$ cat config.mk
export PLATFORM = sky130hd
export DESIGN_NAME = ddwv_mul
export DESIGN_NICKNAME = d
export VERILOG_FILES = /design/src/hdl/ddwv_pkg.sv /design/src/hdl/ddwv_mul.sv
export SDC_FILE = /design/constraint.sdc
export NUM_CORES = 2
export LEC_CHECK = 0
export BUFFER_PORTS_ARGS = -buffer_cell sky130_fd_sc_hd__buf_2
export CAP_MARGIN = 10
export CORE_MARGIN = 2
export CORE_UTILIZATION = 53
export DETAILED_ROUTE_END_ITERATION = 12
export PLACE_DENSITY = 0.7
export SKIP_CTS_REPAIR_TIMING = 1
export SYNTH_ARGS = -nofsm -noshare
export SYNTH_HDL_FRONTEND = slang
export SYNTH_SLANG_ARGS = --single-unit
$ cat constraint.sdc
create_clock -name i_clk -period 9.8 [get_ports i_clk]
set_input_delay 0 -clock i_clk [delete_from_list [all_inputs] [get_ports i_clk]]
set_output_delay 0 -clock i_clk [all_outputs]
set_load 0.03 [all_outputs]
$ cat src/hdl/ddwv_pkg.sv
// ----------------------------------------------------------------------------
// ddwv_pkg
// Widths, reset values and constants of the window velocity block.
// ----------------------------------------------------------------------------
package ddwv_pkg;

    // Window and field sizes
    localparam int DDWV_WINDOW_DEPTH = 16;
    localparam int FIELD_W           = 32;
    localparam int CFG_W             = 32;
    localparam int PADDR_W           = 3;

    // Register indexes (paddr bit 2)
    localparam logic REG_WHEEL_DIAMETER = 1'b0;
    localparam logic REG_TRACK_WIDTH    = 1'b1;

    localparam logic [CFG_W-1:0] WHEEL_DIAMETER_RST = 32'd16384;
    localparam logic [CFG_W-1:0] TRACK_WIDTH_RST    = 32'd32768;

    // Microseconds to seconds
    localparam logic [CFG_W-1:0] MICRO_SCALE = 32'd1000000;

    // Datapath widths
    localparam int DIFF_W     = 34;                   // signed angle sums/differences
    localparam int MUL_A_W    = 34;
    localparam int MUL_B_W    = 32;
    localparam int MUL_P_W    = MUL_A_W + MUL_B_W;
    localparam int SCALED_W   = 54;                   // |s| * 1e6
    localparam int SPLIT_W    = SCALED_W / 2;
    localparam int PART_W     = SPLIT_W + CFG_W;      // one partial product
    localparam int NUM_W      = PART_W + SPLIT_W;     // full numerator
    localparam int DEN_W      = 66;                   // 2 * dt * track_width
    localparam int QUO_W      = 33;                   // quotient bits incl. overflow bit
    localparam int REM_W      = DEN_W + QUO_W - 1;
    localparam int RND_W      = QUO_W + 1;
    localparam int CNT_W      = $clog2(QUO_W);
    localparam int FDEN_SHIFT = 18;

    // Saturation limits by sign of the numerator
    localparam logic [FIELD_W-1:0] LIMIT_POS = 32'h7FFF_FFFF;
    localparam logic [FIELD_W-1:0] LIMIT_NEG = 32'h8000_0000;

endpackage

$ cat src/hdl/ddwv_mul.sv
// ----------------------------------------------------------------------------
// ddwv_mul
// Shared unsigned multiplier with a registered product.
// ----------------------------------------------------------------------------
module ddwv_mul import ddwv_pkg::*; (
    input  logic               i_clk,
    input  logic [MUL_A_W-1:0] i_a,
    input  logic [MUL_B_W-1:0] i_b,
    output logic [MUL_P_W-1:0] o_p
);

    logic [MUL_P_W-1:0] r_p;

    // Product register
    always_ff @(posedge i_clk) begin
        r_p <= MUL_P_W'(i_a) * MUL_P_W'(i_b);
    end

    assign o_p = r_p;

endmodule

[After elaboration in Yosys (flattened, before gate mapping)]
Index checks and enable logic that the tools add are counted.
Operators by class
  bitwise logic cells: 0
  muxes and demuxes: 0
  multiply operators: 1
  add/sub/neg operators: 0
  $lt $le $gt $ge: 0
  equal/unequal tests: 0
  reductions and logical operators: 0
  divide/modulo/power cells: 0
  shift-type cells: 0
Operators with widths (count)
  multiplier 34 x 32 -> 66 bit: 1
Word-level totals
  memories kept: 0
  logic and storage cells: 2
  ROM bits: 0
  input bits: 67
  register bits: 66
  memory bits (writable): 0
  latch bits: 0
  output and inout port bits: 66

[Longest topological paths before layout]
  depth after elaboration: 1
  mapped depth: 29

[Least setup slack after synthesis]
No wires, ideal clock.
  kind: input-to-reg
  start: input port i_b[2]
  end: register r_p[65] (netlist: o_p[65])
  data arrival time: 7.047 ns
  stages on the path: 26
  required time: 9.685 ns
  path slack: 2.637 ns
  cell sequence: clkbuf_1 clkbuf_1 nand2_1 fa_1 inv_1 fa_1 inv_1 fa_1 fa_1 inv_1 fa_1 inv_1 fa_1 inv_1 fa_1 fa_1 ha_1 a21oi_1 o21ai_0 nor2_1 a31oi_1 a21oi_1 o41a_1 o311ai_1 or4_1 and3_1
On the way
  longest elaborated chain between the ends: 1
RTL lines
  start: declaration: line ddwv_mul.sv:8  | input logic [MUL_B_W-1:0] i_b,
  multiplier 34 x 32 -> 66 bit: line ddwv_mul.sv:16  | r_p <= MUL_P_W'(i_a) * MUL_P_W'(i_b);
  end signal: assignment: line ddwv_mul.sv:16
  end: declaration: line ddwv_mul.sv:12  | logic [MUL_P_W-1:0] r_p;
Every way passes these cells.

[Worst setup path in the final report]
  start: input port i_a[16]
  end: register r_p[57] (netlist: o_p[57])
On the way
  longest elaborated chain between the ends: 1
RTL lines
  start: declaration: line ddwv_mul.sv:7  | input logic [MUL_A_W-1:0] i_a,
  multiplier 34 x 32 -> 66 bit: line ddwv_mul.sv:16
Every way passes these cells.

==> run summary <==
Status - finished clean
CP bufs+invs - 6
Crit path top cell by count - fa_1
CP max stage cell - buf_2
CTS clk-pin slew, worst paths - 60 ps
Max_cap viols - 0
Avg WL per Cell - 20.66 um
Clk buf depth - 2
CP endpoint kind - flop
Max FFs per register - 66
Commonest non-fill, non-tap cell in the layout - fa_1
Global-route wire length before repair - 159,400 um
IO Pins - 133
Post-Syn Area - 36,200 sq um
Number of flops mapped to enable cells by yosys - 0
CTS tree - built
Largest net degree at the start of global routing - 35
Syn. warnings - 0
Combinational family with the most area after synthesis - adder cells
RSZ-0062 raised after global routing - no
Synth Area in XOR/XNOR - 1.524%
# DRC - 0
CP max FO - 32
Die Y - 265.4 um
Fill cells - 6,038
CTS buffer count - 9
Die Area - 70,410 sq um
Clock sinks - 66
Compound-Gate Fraction of Synth Area - 3.906%
Via density per instance - 5.546
H-tree levels - 3
Initial Util - 53.71%
Crit path time final - 8147 ps
Synth Area in Adders - 62.03%
Leading cell types in the layout, fill and taps excluded - 956 x fa_1, 938 x inv_1, 670 x nand2_1
Gp weighted congestion - 0.9067
#FFs+latches synth - 66
Vias in the first global route - 29,057
Vias - 26,643
WS Path Type - in2reg
Worst EP arrival - 8380 ps
Post-synth cell types - 55
Asr flop ratio synth - 0%
Slew Limit Fails - 0
Syn Nets - 5,277
Period Utilization, post-route - 83.13%
Fmax - 0.1228 GHz
Row Count - 95
ANT nets after route - 0
Worst slew pin tran - 970.1 ps
TNS Setup - 0 ps
DR iter-0 viols - 1,741
Top Family by Delay on Critical Path - adder cells
Initial antenna violation count - 6
Final hold viol count - 0
Final setup fails - 0
Core area - 67,400 sq um
Critical path's largest stage delay - 620 ps
Seq/Total Area, Yosys - 3.650%
Simple-gate share of the synthesized area - 16.74%
Cells after Synth - 3,989
Post-synthesis mux area share - 0.02765%
Slew HR - 35.33%
Total gr overflow - 0
HPWL Detailed - 78,240 um
Fraction of layout cells with a size suffix above 1 - 4.455%
Crit path launch type - primary input
Fin nets - 5,211
TritonRoute pass-1 iters - 6
Syn_area_per_cell - 9.075 sq um
# port buffers - 132
Clock root buffer master - clkbuf_16
Routed WL - 99,250 um
Worst endpoint required time - 10,030 ps
Area Overhead vs Synth - 3.847%
Primary FF master, synth - dfxtp_1
All-Layer GR Usage - 29.52%
Worst Hold Class - in2reg
Die W - 265.4 um
## metrics by stage
step | instance area [sq um] | cells | util (%) | hold slack (ps) | worst slack [ps]
after floorplan | 36200 | 3989 | - | 127.3 | 2637
after global placement | 37240 | 4785 | 55.26 | 433.6 | 1595
after detailed placement | 37240 | 4785 | 55.26 | 433.3 | 1528
after CTS | 37590 | 4801 | 55.77 | 310.3 | 1813
after global routing | 37590 | 4803 | 55.78 | 339.6 | 1430
final | 37590 | 4804 | 55.78 | 327.4 | 1653
## cell type report
class | instances | area (sq um) | area share (%)
multi-input cells | 2755 | 30490 | 81.10
inverters | 938 | 3521 | 9.366
flip-flops and latches | 66 | 1321 | 3.515
well taps | 873 | 1092 | 2.906
repair buffers | 153 | 818.3 | 2.177
clock buffers | 10 | 229.0 | 0.6091
clock inverters | 6 | 115.1 | 0.3062
diodes | 3 | 7.507 | 0.01997
## metal layers
metal / part of all wire, % / track usage [%] / vias up
li1: - / - / 11364
met1: 37 / 37.27 / 13799
met2: 50 / 50.48 / 1210
met3: 7.4 / 3.870 / 264
met4: 5.7 / 14.08 / 6
met5: 0.040 / 0 / -
## synthesized netlist by cell type (all sizes together), types with 3 or more instances
master,count,share of area (%)
o311ai,4,0.097
and4,4,0.097
nand2b,6,0.10
o41a,3,0.093
o221a,3,0.093
o211ai,9,0.20
nand4,18,0.31
fa,956,53
o21ai,32,0.45
xnor2,39,0.94
and3,7,0.12
nand3,14,0.19
nand2,670,6.9
dfxtp,66,3.6
a21boi,4,0.083
nor2,33,0.34
inv,938,9.7
nor3,13,0.18
clkbuf,226,2.3
xor2,24,0.58
o21a,8,0.17
o21bai,7,0.15
a211oi,6,0.12
and2,476,8.2
o31ai,5,0.12
buf,4,0.055
nor4,3,0.052
nor2b,4,0.069
a21o,32,0.66
a21oi,77,1.1
a31oi,9,0.16
ha,265,9.2
## kinds of logic after synthesis
logic type	Yosys count
AO/OA/AOI/OAI	217
XOR/XNOR	63
adder cells (fa/ha/maj)	1221
buffers and inverters	1168
flip-flops	66
multiplexers	1
AND/OR/NAND/NOR	1253
## final timing paths
path  startpoint  endpoint  slack, ps  cells after the start
min       i_b[0]    o_p[0]        330                      2
max      i_a[16]   o_p[57]       1650                     25
Power is left out: the tool's default activity adds up to more than one toggle a clock period on the data nets, which glitch-free logic cannot reach.
