--- config.mk ---
export PLATFORM = sky130hd
export DESIGN_NAME = ddwv_div
export DESIGN_NICKNAME = d
export VERILOG_FILES = /design/src/hdl/ddwv_pkg.sv /design/src/hdl/ddwv_div.sv
export SDC_FILE = /design/constraint.sdc
export NUM_CORES = 1
export LEC_CHECK = 0
export BUFFER_PORTS_ARGS = -buffer_cell sky130_fd_sc_hd__buf_2
export CORE_MARGIN = 5
export CORE_UTILIZATION = 40
export DETAILED_ROUTE_END_ITERATION = 10
export PLACE_DENSITY = 0.68
export SLEW_MARGIN = 0
export SYNTH_ARGS = -nofsm -noshare
export SYNTH_HDL_FRONTEND = slang
export SYNTH_SLANG_ARGS = --single-unit
--- constraint.sdc ---
create_clock -name i_clk -period 7.6 [get_ports i_clk]
set_clock_uncertainty 0.2 [all_clocks]
set_input_delay 1.52 -clock i_clk [delete_from_list [all_inputs] [get_ports i_clk]]
set_output_delay 1.52 -clock i_clk [all_outputs]
set_load 0.01 [all_outputs]
--- src/hdl/ddwv_pkg.sv ---
// ----------------------------------------------------------------------------
// ddwv_pkg
// Widths, reset values and constants of the window velocity block.
// ----------------------------------------------------------------------------
package ddwv_pkg;

    // Window and field sizes
    localparam int DDWV_WINDOW_DEPTH = 16;
    localparam int FIELD_W           = 32;
    localparam int CFG_W             = 32;
    localparam int PADDR_W           = 3;

    // Register indexes (paddr bit 2)
    localparam logic REG_WHEEL_DIAMETER = 1'b0;
    localparam logic REG_TRACK_WIDTH    = 1'b1;

    localparam logic [CFG_W-1:0] WHEEL_DIAMETER_RST = 32'd16384;
    localparam logic [CFG_W-1:0] TRACK_WIDTH_RST    = 32'd32768;

    // Microseconds to seconds
    localparam logic [CFG_W-1:0] MICRO_SCALE = 32'd1000000;

    // Datapath widths
    localparam int DIFF_W     = 34;                   // signed angle sums/differences
    localparam int MUL_A_W    = 34;
    localparam int MUL_B_W    = 32;
    localparam int MUL_P_W    = MUL_A_W + MUL_B_W;
    localparam int SCALED_W   = 54;                   // |s| * 1e6
    localparam int SPLIT_W    = SCALED_W / 2;
    localparam int PART_W     = SPLIT_W + CFG_W;      // one partial product
    localparam int NUM_W      = PART_W + SPLIT_W;     // full numerator
    localparam int DEN_W      = 66;                   // 2 * dt * track_width
    localparam int QUO_W      = 33;                   // quotient bits incl. overflow bit
    localparam int REM_W      = DEN_W + QUO_W - 1;
    localparam int RND_W      = QUO_W + 1;
    localparam int CNT_W      = $clog2(QUO_W);
    localparam int FDEN_SHIFT = 18;

    // Saturation limits by sign of the numerator
    localparam logic [FIELD_W-1:0] LIMIT_POS = 32'h7FFF_FFFF;
    localparam logic [FIELD_W-1:0] LIMIT_NEG = 32'h8000_0000;

endpackage

--- src/hdl/ddwv_div.sv ---
// ----------------------------------------------------------------------------
// ddwv_div
// Restoring divider, one quotient bit a cycle, rounded half up on magnitude.
// The top quotient bit flags a quotient of 2^32 or more (also zero divisor).
// ----------------------------------------------------------------------------
module ddwv_div import ddwv_pkg::*; (
    input  logic             i_clk,
    input  logic             i_rst_n,
    input  logic             i_start,
    input  logic [NUM_W-1:0] i_num,
    input  logic [DEN_W-1:0] i_den,
    output logic             o_done,
    output logic [RND_W-1:0] o_quo
);

    typedef enum logic [2:0] {
        D_IDLE  = 3'b001,
        D_STEP  = 3'b010,
        D_ROUND = 3'b100
    } t_div_state;

    t_div_state         r_state, n_state;
    logic [REM_W-1:0]   r_rem;
    logic [REM_W-1:0]   r_dvs;
    logic [DEN_W-1:0]   r_den;
    logic [QUO_W-1:0]   r_q;
    logic [CNT_W-1:0]   r_cnt;
    logic [RND_W-1:0]   r_quo;
    logic               r_done;
    logic [REM_W:0]     w_diff;
    logic               w_ge;
    logic               w_round;

    // Trial subtract: one wide subtract per cycle
    assign w_diff  = {1'b0, r_rem} - {1'b0, r_dvs};
    assign w_ge    = !w_diff[REM_W];
    // Remainder is below the divisor unless the quotient already overflowed
    assign w_round = {r_rem[DEN_W-1:0], 1'b0} >= {1'b0, r_den};

    // Sequencer
    always_comb begin
        n_state = r_state;
        case (r_state)
            D_IDLE:  if (i_start) n_state = D_STEP;
            D_STEP:  if (r_cnt == '0) n_state = D_ROUND;
            D_ROUND: n_state = D_IDLE;
            default: n_state = D_IDLE;
        endcase
    end

    always_ff @(posedge i_clk) begin
        if (!i_rst_n) begin
            r_state <= D_IDLE;
            r_done  <= 1'b0;
        end else begin
            r_state <= n_state;
            r_done  <= (r_state == D_ROUND);
        end
    end

    // Datapath
    always_ff @(posedge i_clk) begin
        case (r_state)
            D_IDLE: begin
                if (i_start) begin
                    r_rem <= REM_W'(i_num);
                    r_dvs <= {i_den, {(QUO_W-1){1'b0}}};
                    r_den <= i_den;
                    r_q   <= '0;
                    r_cnt <= CNT_W'(QUO_W - 1);
                end
            end
            D_STEP: begin
                if (w_ge) r_rem <= w_diff[REM_W-1:0];
                r_q   <= {r_q[QUO_W-2:0], w_ge};
                r_dvs <= r_dvs >> 1;
                r_cnt <= r_cnt - 1'b1;
            end
            D_ROUND: begin
                r_quo <= {1'b0, r_q} + RND_W'(w_round);
            end
            default: ;
        endcase
    end

    assign o_done = r_done;
    assign o_quo  = r_quo;

endmodule

-- Word-level counts from Yosys, hierarchy flattened
Index checks and enable logic that the tools add are counted.
- register bits: 339
- latch bits: 0
- bits in writable memories: 0
- ROM bits: 0
- input port bits: 155
- output and inout port bits: 35
- logic and storage cells: 37
- memories kept: 0
- $add $sub $neg: 3
- multiply operators: 0
- div/mod/pow operators: 0
- $lt $le $gt $ge: 1
- eq/ne operators: 6
- shift operators: 0
- multiplexer cells: 12
- bitwise gates (word level): 0
- reduce and logical (&&, ||, !) cells: 7
- operators by type and width (kind ; count):
    $pmux W98 S2 ; 2
    $mux W98 ; 3
    $sub A98 B98 Y99 ; 1
    $ge A67 B66 Y1 ; 1
    $pmux W33 S2 ; 1
    $add A33 B1 Y34 ; 1
    $mux W33 ; 1
    $pmux W6 S2 ; 1
    $logic_not A6 Y1 ; 1
    $mux W3 ; 2
    $mux W6 ; 1
    $ne A2 B2 Y1 const B ; 3
    $pmux W3 S2 ; 1
    $reduce_and A2 Y1 ; 3
    $sub A6 B1 Y6 const B ; 1
    $eq A3 B1 Y1 const B ; 1
    $eq A3 B2 Y1 const B ; 1
    $eq A3 B3 Y1 const B ; 1
    $reduce_and A3 Y1 ; 1
    $reduce_bool A2 Y1 ; 1
    $logic_not A1 Y1 ; 1

-- Depth between registers and ports, before layout
Gate-level depths: netlist of run 1.
- depth in word-level cells: 3
- gate-level depth with buffers: 19
- gate-level depth less buffers: 19

-- Worst setup path before layout of run 1
Ideal clock, no wire load.
- kind: reg-to-reg
- start: register r_rem[0]
- end: register r_rem[0], enable pin
- library setup time: 0.567 ns
- arrival: 6.716 ns
- data required time: 6.833 ns
- setup slack: 0.117 ns
- cell stages (with the launch flop): 14
- buffers on the path: 0
- period minus slack after synthesis: 7.483 ns
- cells stage by stage: edfxtp_1 inv_1 ha_1 fa_1 nor2b_1 o31a_1 o2111ai_2 a31oi_1 o31ai_2 a211oi_4 o31ai_4 nand2_2 a221oi_2 o21ai_1
- longest elaborated chain between the ends: 3
- RTL lines (element ; line ; text):
    start: declaration ; ddwv_div.sv:23 ; logic [REM_W-1:0] r_rem;
    start signal: assignment ; ddwv_div.sv:66 ; r_rem <= REM_W'(i_num);
    start signal: assignment ; ddwv_div.sv:74 ; if (w_ge) r_rem <= w_diff[REM_W-1:0];
    $sub A98 B98 Y99 ; ddwv_div.sv:35 ; assign w_diff = {1'b0, r_rem} - {1'b0, r_dvs};
    $ne A2 B2 Y1 (no source line) ; n/a ;
    $reduce_and A3 Y1 (no source line) ; n/a ;
No other way between the ends.
A chain may end at the register's enable or synchronous reset.

-- Final worst setup path of run 1
- start: register r_rem[0]
- end: register r_rem[25], enable pin
Same word-level chain as after synthesis.

==> results of run 1 <==
-- path summary, 6_finish.rpt --
path	slack, ns	startpoint	to	cells past startpoint
min reg2reg	0.37	r_dvs[6]	r_dvs[5]	2
max	2.18	r_rem[0]	r_rem[25]	14
min	0.37	r_dvs[6]	r_dvs[5]	2
max reg2reg	2.18	r_rem[0]	r_rem[25]	14
-- metal layers --
| layer | vias up | GRT usage [%] |
|---|---|---|
| met1 | 8152 | 27.5 |
| met3 | 96 | 3.28 |
| li1 | 8184 | - |
| met5 | - | 0 |
| met2 | 542 | 33.6 |
| met4 | 0 | 5.20 |
-- cell families (layout without fill, tap and decap cells) --
| family | Yosys count | count (layout) | synth area share, % |
|---|---|---|---|
| buffers and inverters | 288 | 474 | 5.26 |
| flip-flops | 339 | 339 | 47.3 |
| AND/OR/NAND/NOR | 667 | 667 | 14.7 |
| other | 0 | 1 | 0 |
| AO/OA/AOI/OAI | 606 | 606 | 17.9 |
| adder cells (fa/ha/maj) | 168 | 168 | 9.83 |
| XOR/XNOR | 118 | 118 | 4.82 |
| multiplexers | 5 | 5 | 0.245 |
-- layout make-up --
| cell class | count | share of cell area [%] |
|---|---|---|
| sequential | 339 | 41.7 |
| multi-input combinational | 1564 | 42.1 |
| inverter | 204 | 3.15 |
| tap | 688 | 3.54 |
| clock buffer | 49 | 4.30 |
| timing repair buffer | 197 | 4.19 |
| clock inverter | 24 | 0.989 |
| antenna | 1 | 0.0103 |
-- registers in the layout, summed over array words and instances (netlist names) --
register  flops
r_q          33
o_quo        34
o_done        1
r_state       3
r_rem        98
r_den        66
r_cnt         6
r_dvs        98
-- worst register-to-register path, cell delays in order (launching register included) --
cell,delay [ns]
edfxtp_1,0.35
inv_1,0.05
ha_1,0.24
fa_1,0.42
nor2b_1,0.16
o31a_1,0.26
o2111ai_2,0.16
a31oi_1,0.33
o31ai_2,0.19
a211oi_4,0.42
o31ai_4,0.15
nand2_2,0.11
a221oi_2,0.09
o21ai_4,0.87
buf_4,0.93
-- power groups by stage --
stage               Sequential [mW]  Combinational [mW]  Clock [mW]
floorplan                      2.31               0.904           0
global placement               2.31                1.24           0
detailed placement             2.32                1.25           0
CTS                            2.28                1.26        1.96
global route                   2.29                1.40        2.03
finish                         2.28                1.27        1.92
-- synth_stat cells, drive strengths merged, types with 4 or more instances --
cell | number | share of area, %
a2111oi | 5 | 0.32
xor2 | 35 | 1.4
o31ai | 12 | 0.66
o21bai | 24 | 0.84
or2 | 7 | 0.20
edfxtp | 335 | 47
o21a | 20 | 0.70
nand2 | 290 | 5.1
and2 | 38 | 1.1
or3 | 10 | 0.31
clkbuf | 57 | 1.0
ha | 167 | 9.7
dfxtp | 4 | 0.37
o211ai | 10 | 0.40
o41ai | 6 | 0.31
o21ai | 246 | 5.9
a211oi | 12 | 0.61
nand4 | 64 | 1.9
nand3 | 30 | 0.70
o2111ai | 5 | 0.26
nor2b | 14 | 0.44
xnor2 | 83 | 3.4
inv | 204 | 3.6
nor4 | 6 | 0.24
nand2b | 10 | 0.29
a221oi | 6 | 0.30
a21boi | 6 | 0.24
a31oi | 8 | 0.23
a21o | 62 | 2.2
a21oi | 162 | 3.8
buf | 27 | 0.69
and4 | 8 | 0.35
and3 | 14 | 0.41
or4 | 4 | 0.16
nor3 | 25 | 0.68
nor2 | 138 | 2.4
-- through the flow --
step                utilization (%)  setup WS, ns
floorplan                         -         0.117
global placement               43.5          2.25
detailed placement             43.5          2.25
CTS                            45.9          2.24
global route                   45.9          1.99
finish                         45.9          2.18
==> run_results.csv, run 1 <==
group,metric,value,unit
status,status,"finished clean",
floorplanning,rows,84,
pwr,sequentialPowerShare,41.7,%
setup_path,slowest_stage,"buf_4",
drt,routed-wl-met3,3830,um
cells_and_area,final_cells,3066,
setup_path,worstPathMaxFanout,68,
global_routing,gr-total-overflow,0,
cts,cts_buffers,40,
pwr,powerDensity,225,mW/mm^2
cells_and_area,drive_above_1_share,13.8,%
floorplanning,dieHeight,242,um
setup_path,critical_path_class,"reg -> reg",
synth,yosys_warnings,0,
run,cap_violations,0,
pwr,internal_power,3.79,mW
cts,cts_tree,"built",
setup_path,worstPathRequired,7.58,ns
pwr,sw_frac_of_total,30.7,%
global_routing,grt_max_degree,248,
drt,drtIter0Drc,1346,
drt,top_layer,"met4",
global_routing,grt_pass1_vias,16802,
placement,place_inst,2992,
setup_path,cp-start-kind,"flop",
cells_and_area,fin_nets,2669,
drt,wl_met1,27400,um
setup_path,crit_chain,"inv_1 -> ha_1 -> fa_1 -> nor2b_1 -> o31a_1 -> o2111ai_2 -> a31oi_1 -> o31ai_2 -> a211oi_4 -> o31ai_4 -> nand2_2 -> a221oi_2 -> o21ai_4 -> buf_4",
pwr,p_clk_share,35.1,%
worst_hold_path,hold_class,"reg -> reg",
cells_and_area,layout.area.seq,0.0101,mm^2
cells_and_area,final_cell_mix,"edfxtp_1, nand2_1, o21ai_0",
cts,clock_path_buffers,3,
floorplanning,die_w,242,um
drt,firstDrtPassIters,5,
setup_path,endpoint_kind,"flop",
drt,vias,16974,
timing,finalCritPeriodShare,71.4,%
global_routing,grt_pass1_wl,94500,um
synth,synth_edf_count,335,
timing,worst_pin_slew,1.39,ns
pwr,p_comb_share,23.2,%
placement,port_buffers,189,
setup_path,cpPeakStageDelay,0.93,ns
pwr,peakVddDrop,0.000125,V
placement,placed_area,0.0230,mm^2
cts,cts_sinks,339,
timing,fmax,0.184,GHz
global_routing,antenna_found_initial,3,
timing,drv_slew,0,
cells_and_area,areaGrowthSynthToFinish,13.2,%
timing,max_slew_margin,7.13,%
synth,syn_inst,2191,
drt,wl_per_cell,20.1,um
cells_and_area,final_common_cell,"edfxtp_1",
cts,ctsHoldBuffers,0,
placement,place_hpwl,47500,um
pwr,power,5.47,mW
cts,cts-resized-gates,0,
cts,ctsRootBufferMaster,"clkbuf_16",
timing,fin_hold_ws,0.365,ns
setup_path,crit_arrival,5.41,ns
floorplanning,start_util,40.6,%
synth,postSynthAreaPerCell,9.79,um^2
floorplanning,io_pins,190,
placement,gp_congestion,0.915,
synth,syn-num-nets,2514,
cts,clk_latency,0.57,ns
timing,setup_viol,0,
timing,rsz0062_at_grt,"false",
cells_and_area,final_area,0.0243,mm^2
drt,met2_length,28900,um
cts,htreeDepth,2,
pwr,p_leak,10.2,nW
drt,drc,0,
pwr,p_sw,1.68,mW
synth,syn_area,0.0215,mm^2
drt,ant_nets,0,
synth,synth_cell_types,89,
timing,fin_tns_setup,0,ns
drt,viasPerCell,5.54,
drt,routed_wl,61700,um
floorplanning,core,0.0529,mm^2
floorplanning,die_area,0.0584,mm^2
synth,seq_area_frac_synth,47.3,%
global_routing,grt_use_total,20.1,%
setup_path,critPathBufInv,2,
setup_path,critical_path.top_delay_family,"compound AO/OA/AOI/OAI gates",
cts,post_cts_buffers,0,
synth,ys_ff_latch,339,
cells_and_area,multi_input_area,0.0102,mm^2
timing,fin_crit,5.42,ns
cells_and_area,n_fill_cell,5089,
cts,path_clk_slew,0.06,ns
synth,async_reset_ff_share,0,%
timing,hold_viol,0,
synth,synthFlopType,"edfxtp_1",
Power figures use the tool's default switching activity.
==> run 2: changes to the inputs <==
Settings changed: PLACE_DENSITY 0.68 to 0.66.
Clock period 7.6 ns to 5 ns, I/O delays scaled along.
==> run 2 against run 1 <==
  * Core utilization is 0.12 points higher
  * Routed wire length is 1.2% lower
  * Hold slack worse by 0.0077 ns
  * Largest cell class unchanged
  * Clock power is 55% higher
  * Non-clock buffer count is 2 higher
  * Sequential share of layout area is 0.11 points lower
  * Worst setup slack worse by 1.9 ns
  * Critical path type unchanged
  * Highest routed layer unchanged
==> run_results.csv, run 2 (synthesis gave the netlist of run 1 again) <==
group,metric,value,unit
cts,htreeDepth,2,
setup_path,crit_arrival,4.84,ns
timing,drv_slew,0,
cells_and_area,fin_nets,2671,
cells_and_area,final_common_cell,"edfxtp_1",
setup_path,critPathBufInv,0,
floorplanning,core,0.0529,mm^2
drt,wl_per_cell,19.9,um
timing,fmax,0.211,GHz
floorplanning,rows,84,
worst_hold_path,min_from,"r_q[0]",
placement,place_inst,2994,
timing,fin_tns_setup,0,ns
cts,ctsRootBufferMaster,"clkbuf_16",
status,status,"finished clean",
cells_and_area,final_cell_mix,"edfxtp_1, nand2_1, o21ai_0",
worst_hold_path,hold_class,"reg -> reg",
cts,cts-resized-gates,0,
setup_path,critical_path_class,"reg -> reg",
drt,viasPerCell,5.49,
setup_path,cp-start-kind,"flop",
drt,drc,0,
setup_path,crit_chain,"ha_1 -> a21o_1 -> a21o_1 -> a21o_1 -> a21o_1 -> a21oi_1 -> o21ai_0 -> nor2_1 -> nor4b_1 -> o41ai_1 -> nand3_1 -> ha_1 -> ha_1 -> nand3_1 -> nor4_1 -> nor2b_1 -> nand3_1 -> xnor2_1",
global_routing,antenna_found_initial,3,
global_routing,grt_max_degree,215,
floorplanning,die_w,242,um
timing,setup_viol,0,
global_routing,grt_pass1_vias,16680,
setup_path,critical_path.top_delay_family,"simple AND/OR/NAND/NOR gates",
setup_path,worst-r2r-setup-slack,0.27,ns
cells_and_area,layout.area.seq,0.0101,mm^2
drt,routed_wl,61000,um
drt,vias,16831,
timing,worst_pin_slew,1.00,ns
drt,firstDrtPassIters,5,
cells_and_area,multi_input_area,0.0102,mm^2
cts,clock_path_buffers,3,
cells_and_area,top_regs,"r_dvs x98, r_rem x98, r_den x66",
setup_path,cp.depth,18,
worst_hold_path,min_to,"r_q[1]",
setup_path,ff2ff_path_depth,18,
drt,ant_nets,0,
drt,drtIter0Drc,1533,
global_routing,grt_pass1_wl,94700,um
placement,place_hpwl,46700,um
global_routing,grt_use_total,20.2,%
setup_path,slowest_stage,"nor4_1",
cts,cts_sinks,339,
cts,post_cts_buffers,0,
timing,max_slew_margin,33.2,%
setup_path,cpPeakStageDelay,0.44,ns
setup_path,worstReg2RegEnd,"o_quo[30]",
pwr,p_leak,10.2,nW
cells_and_area,drive_above_1_share,13.6,%
setup_path,r2r-start,"r_rem[43]",
cts,cts_buffers,40,
global_routing,gr-total-overflow,0,
setup_path,worstPathRequired,5.11,ns
floorplanning,start_util,40.6,%
cells_and_area,final_cells,3066,
cts,path_clk_slew,0.06,ns
placement,gp_congestion,0.905,
cells_and_area,n_fill_cell,5020,
setup_path,path_common_cell,"a21o_1",
cts,ctsHoldBuffers,0,
worst_hold_path,whs_path_depth,1,
cells_and_area,areaGrowthSynthToFinish,13.5,%
pwr,powerDensity,344,mW/mm^2
timing,finalCritPeriodShare,94.6,%
placement,port_buffers,189,
floorplanning,die_area,0.0584,mm^2
setup_path,endpoint_kind,"flop",
timing,fin_crit,4.73,ns
run,cap_violations,0,
pwr,power,8.37,mW
cts,clk_latency,0.56,ns
floorplanning,dieHeight,242,um
pwr,peakVddDrop,0.000221,V
timing,rsz0062_at_grt,"false",
timing,hold_viol,0,
cts,cts_tree,"built",
floorplanning,io_pins,190,
setup_path,worstPathMaxFanout,5,
## run 2: cell count changes in the layout (fill, tap and decap cells not counted)
cell	change
clkbuf_8	+2
clkinvlp_4	-1
nand2_8	+1
inv_6	+2
clkbuf_1	+1
buf_12	+1
clkinv_2	-7
clkinv_4	-2
clkinv_1	+2
buf_4	+1
nand2_4	-1
bufinv_16	+1
## run 2: worst max-delay path by stage
stage	end	slack (ns)	startpoint
after floorplan	r_rem[0]	0.38	r_rem[0]
after detailed placement	o_quo[30]	0.40	r_rem[27]
after global placement	o_quo[30]	0.49	r_rem[3]
after CTS	o_quo[30]	0.32	r_rem[3]
final	o_quo[30]	0.27	r_rem[43]
after global routing	o_quo[30]	0.02	r_rem[43]
## run 2: area by class of cell
type	instances	area share (%)
diodes	1	0.0103
multi-input cells	1564	42.0
clock buffers	52	4.42
flip-flops and latches	339	41.6
inverters	204	3.14
clock inverters	19	0.966
well taps	688	3.53
repair buffers	199	4.30
## run 2: through the flow
step | cell area, um^2 | utilization (%) | hold WS [ns] | setup slack, ns
2_1_floorplan | 21500 | - | 0.285 | 0.384
3_3_place_gp | 23000 | 43.6 | 0.343 | 0.491
3_5_place_dp | 23000 | 43.6 | 0.342 | 0.398
4_1_cts | 24300 | 46.1 | 0.360 | 0.324
5_1_grt | 24400 | 46.1 | 0.381 | 0.0185
6_report | 24400 | 46.1 | 0.358 | 0.269
## run 2: where the power goes
group	total (mW)	internal, mW	switching, mW
clock network	2.98	1.78	1.20
registers	3.47	3.37	0.0938
logic	1.93	0.695	1.23
total	8.37	5.85	2.53
## run 2: layer usage
| metal | vias up | routed length [um] | GRT usage, % |
|---|---|---|---|
| met1 | 8035 | 27000 | 27.7 |
| met2 | 496 | 28400 | 33.2 |
| met3 | 99 | 3890 | 3.39 |
| met5 | - | 0 | 0 |
| met4 | 0 | 1700 | 5.99 |
| li1 | 8201 | - | - |
==> run 3: changes to the inputs <==
Settings changed: GPL_TIMING_DRIVEN from default to 0, REMOVE_ABC_BUFFERS from default to 1.
==> run 3 against run 2 <==
  * Die area unchanged
  * Combinational power is essentially flat
  * First-iteration DRC count down 15%
  * Final cell count up 0.23%
  * Via count up 0.36%
  * Global-route usage down 0.13 points
==> run_results.csv, run 3 (synthesis gave the netlist of run 1 again) <==
group,metric,value,unit
placement,port_buffers,189,
floorplanning,die_area,0.0584,mm^2
drt,viasPerCell,5.50,
global_routing,grt_pass1_vias,17055,
pwr,powerDensity,347,mW/mm^2
setup_path,critical_path_class,"reg -> reg",
timing,drv_slew,0,
floorplanning,core,0.0529,mm^2
drt,routed_wl,60700,um
cts,cts_sinks,339,
drt,drtIter0Drc,1308,
drt,firstDrtPassIters,8,
status,status,"finished clean",
pwr,p_leak,10.3,nW
global_routing,antenna_found_initial,3,
cts,path_clk_slew,0.06,ns
timing,fmax,0.210,GHz
timing,max_slew_margin,39.6,%
cts,clk_latency,0.56,ns
timing,rsz0062_at_grt,"false",
cells_and_area,areaGrowthSynthToFinish,15.1,%
timing,fin_hold_ws,0.363,ns
pwr,peakVddDrop,0.000230,V
setup_path,worstPathRequired,5.09,ns
cts,ctsHoldBuffers,0,
worst_hold_path,hold_class,"reg -> reg",
pwr,power,8.57,mW
timing,setup_viol,0,
cells_and_area,final_cell_mix,"edfxtp_1, nand2_1, o21ai_0",
timing,hold_viol,0,
floorplanning,start_util,40.6,%
drt,wl_per_cell,19.8,um
floorplanning,io_pins,190,
cts,clock_path_buffers,3,
cts,cts_buffers,41,
placement,place_hpwl,47300,um
setup_path,worstPathMaxFanout,5,
cells_and_area,drive_above_1_share,14.3,%
global_routing,grt_max_degree,100,
drt,drc,0,
setup_path,cp-start-kind,"flop",
floorplanning,rows,84,
cells_and_area,top_regs,"r_dvs x98, r_rem x98, r_den x66",
global_routing,gr-total-overflow,0,
cts,htreeDepth,2,
setup_path,endpoint_kind,"flop",
cts,cts_tree,"built",
cts,ctsRootBufferMaster,"clkbuf_16",
drt,ant_nets,0,
drt,vias,16891,
cells_and_area,final_common_cell,"edfxtp_1",
timing,worst_pin_slew,0.904,ns
setup_path,crit_arrival,4.86,ns
timing,fin_crit,4.77,ns
global_routing,grt_use_total,20.1,%
run,cap_violations,0,
timing,finalCritPeriodShare,95.4,%
cells_and_area,fin_nets,2675,
placement,gp_congestion,0.967,
global_routing,grt_pass1_wl,94700,um
floorplanning,dieHeight,242,um
floorplanning,die_w,242,um
cts,post_cts_buffers,0,
[run 3: what timing repair did]
item                       CTS  global route
pin swaps                    0             2
gates cloned                 0             0
gates resized for setup      3             7
setup endpoints to repair   12             7
[run 3: per-stage QoR]
step | cell area [um^2] | util, % | setup slack (ns) | setup TNS (ns) | std cells
2_1_floorplan | 21100 | - | -3.79 | -872.90 | 2107
3_3_place_gp | 22900 | 43.3 | -10.47 | -2411.93 | 2984
3_5_place_dp | 23200 | 44.0 | -0.219 | -0.807 | 2997
4_1_cts | 24700 | 46.6 | 0.0860 | 0 | 3071
5_1_grt | 24700 | 46.7 | 0.00700 | 0 | 3073
6_report | 24700 | 46.7 | 0.228 | 0 | 3073
[run 3: cell type report]
| cell class | instances | area, um^2 |
|---|---|---|
| Fill cell | 5082 | 28200 |
| Multi-Input combinational cell | 1564 | 10300 |
| Sequential cell | 339 | 10100 |
| Timing Repair Buffer | 202 | 1250 |
| Clock buffer | 47 | 1090 |
| Tap cell | 688 | 861 |
| Inverter | 204 | 768 |
| Clock inverter | 27 | 312 |
| Antenna cell | 2 | 5.00 |
[run 3: path summary, 6_finish.rpt]
path / start / endpoint / slack [ns] / cells past startpoint
worst max-delay path: r_rem[7] / o_quo[30] / 0.23 / 18
worst min register to register: r_dvs[6] / r_dvs[5] / 0.36 / 2
worst max register to register: r_rem[7] / o_quo[30] / 0.23 / 18
worst min-delay path: r_dvs[6] / r_dvs[5] / 0.36 / 2
[run 3: critical path: stages, from the launching register on]
cell	delay, ns
edfxtp_1	0.41
ha_1	0.33
a21o_1	0.16
a21o_1	0.17
a21oi_1	0.21
o21ai_0	0.17
a221oi_1	0.36
nor2_1	0.14
o31ai_4	0.30
a21oi_2	0.16
o41ai_2	0.45
nand3_1	0.21
ha_1	0.29
ha_1	0.27
nand3_1	0.19
nor4_2	0.09
nor2b_1	0.20
nand3_1	0.11
xnor2_1	0.07
[run 3: report_power, final]
group          total [mW]  internal, mW  leakage [nW]  switching, mW
combinational        1.96         0.719          6.41           1.24
sequential           3.47          3.37          3.25         0.0986
clock                3.14          1.92         0.692           1.21
[run 3: per-layer routing]
layer / global-route usage (%) / wire length (um)
met1: 26.8 / 26600
met2: 34.4 / 29400
met3: 3.05 / 3280
met4: 5.10 / 1430
met5: 0 / 0
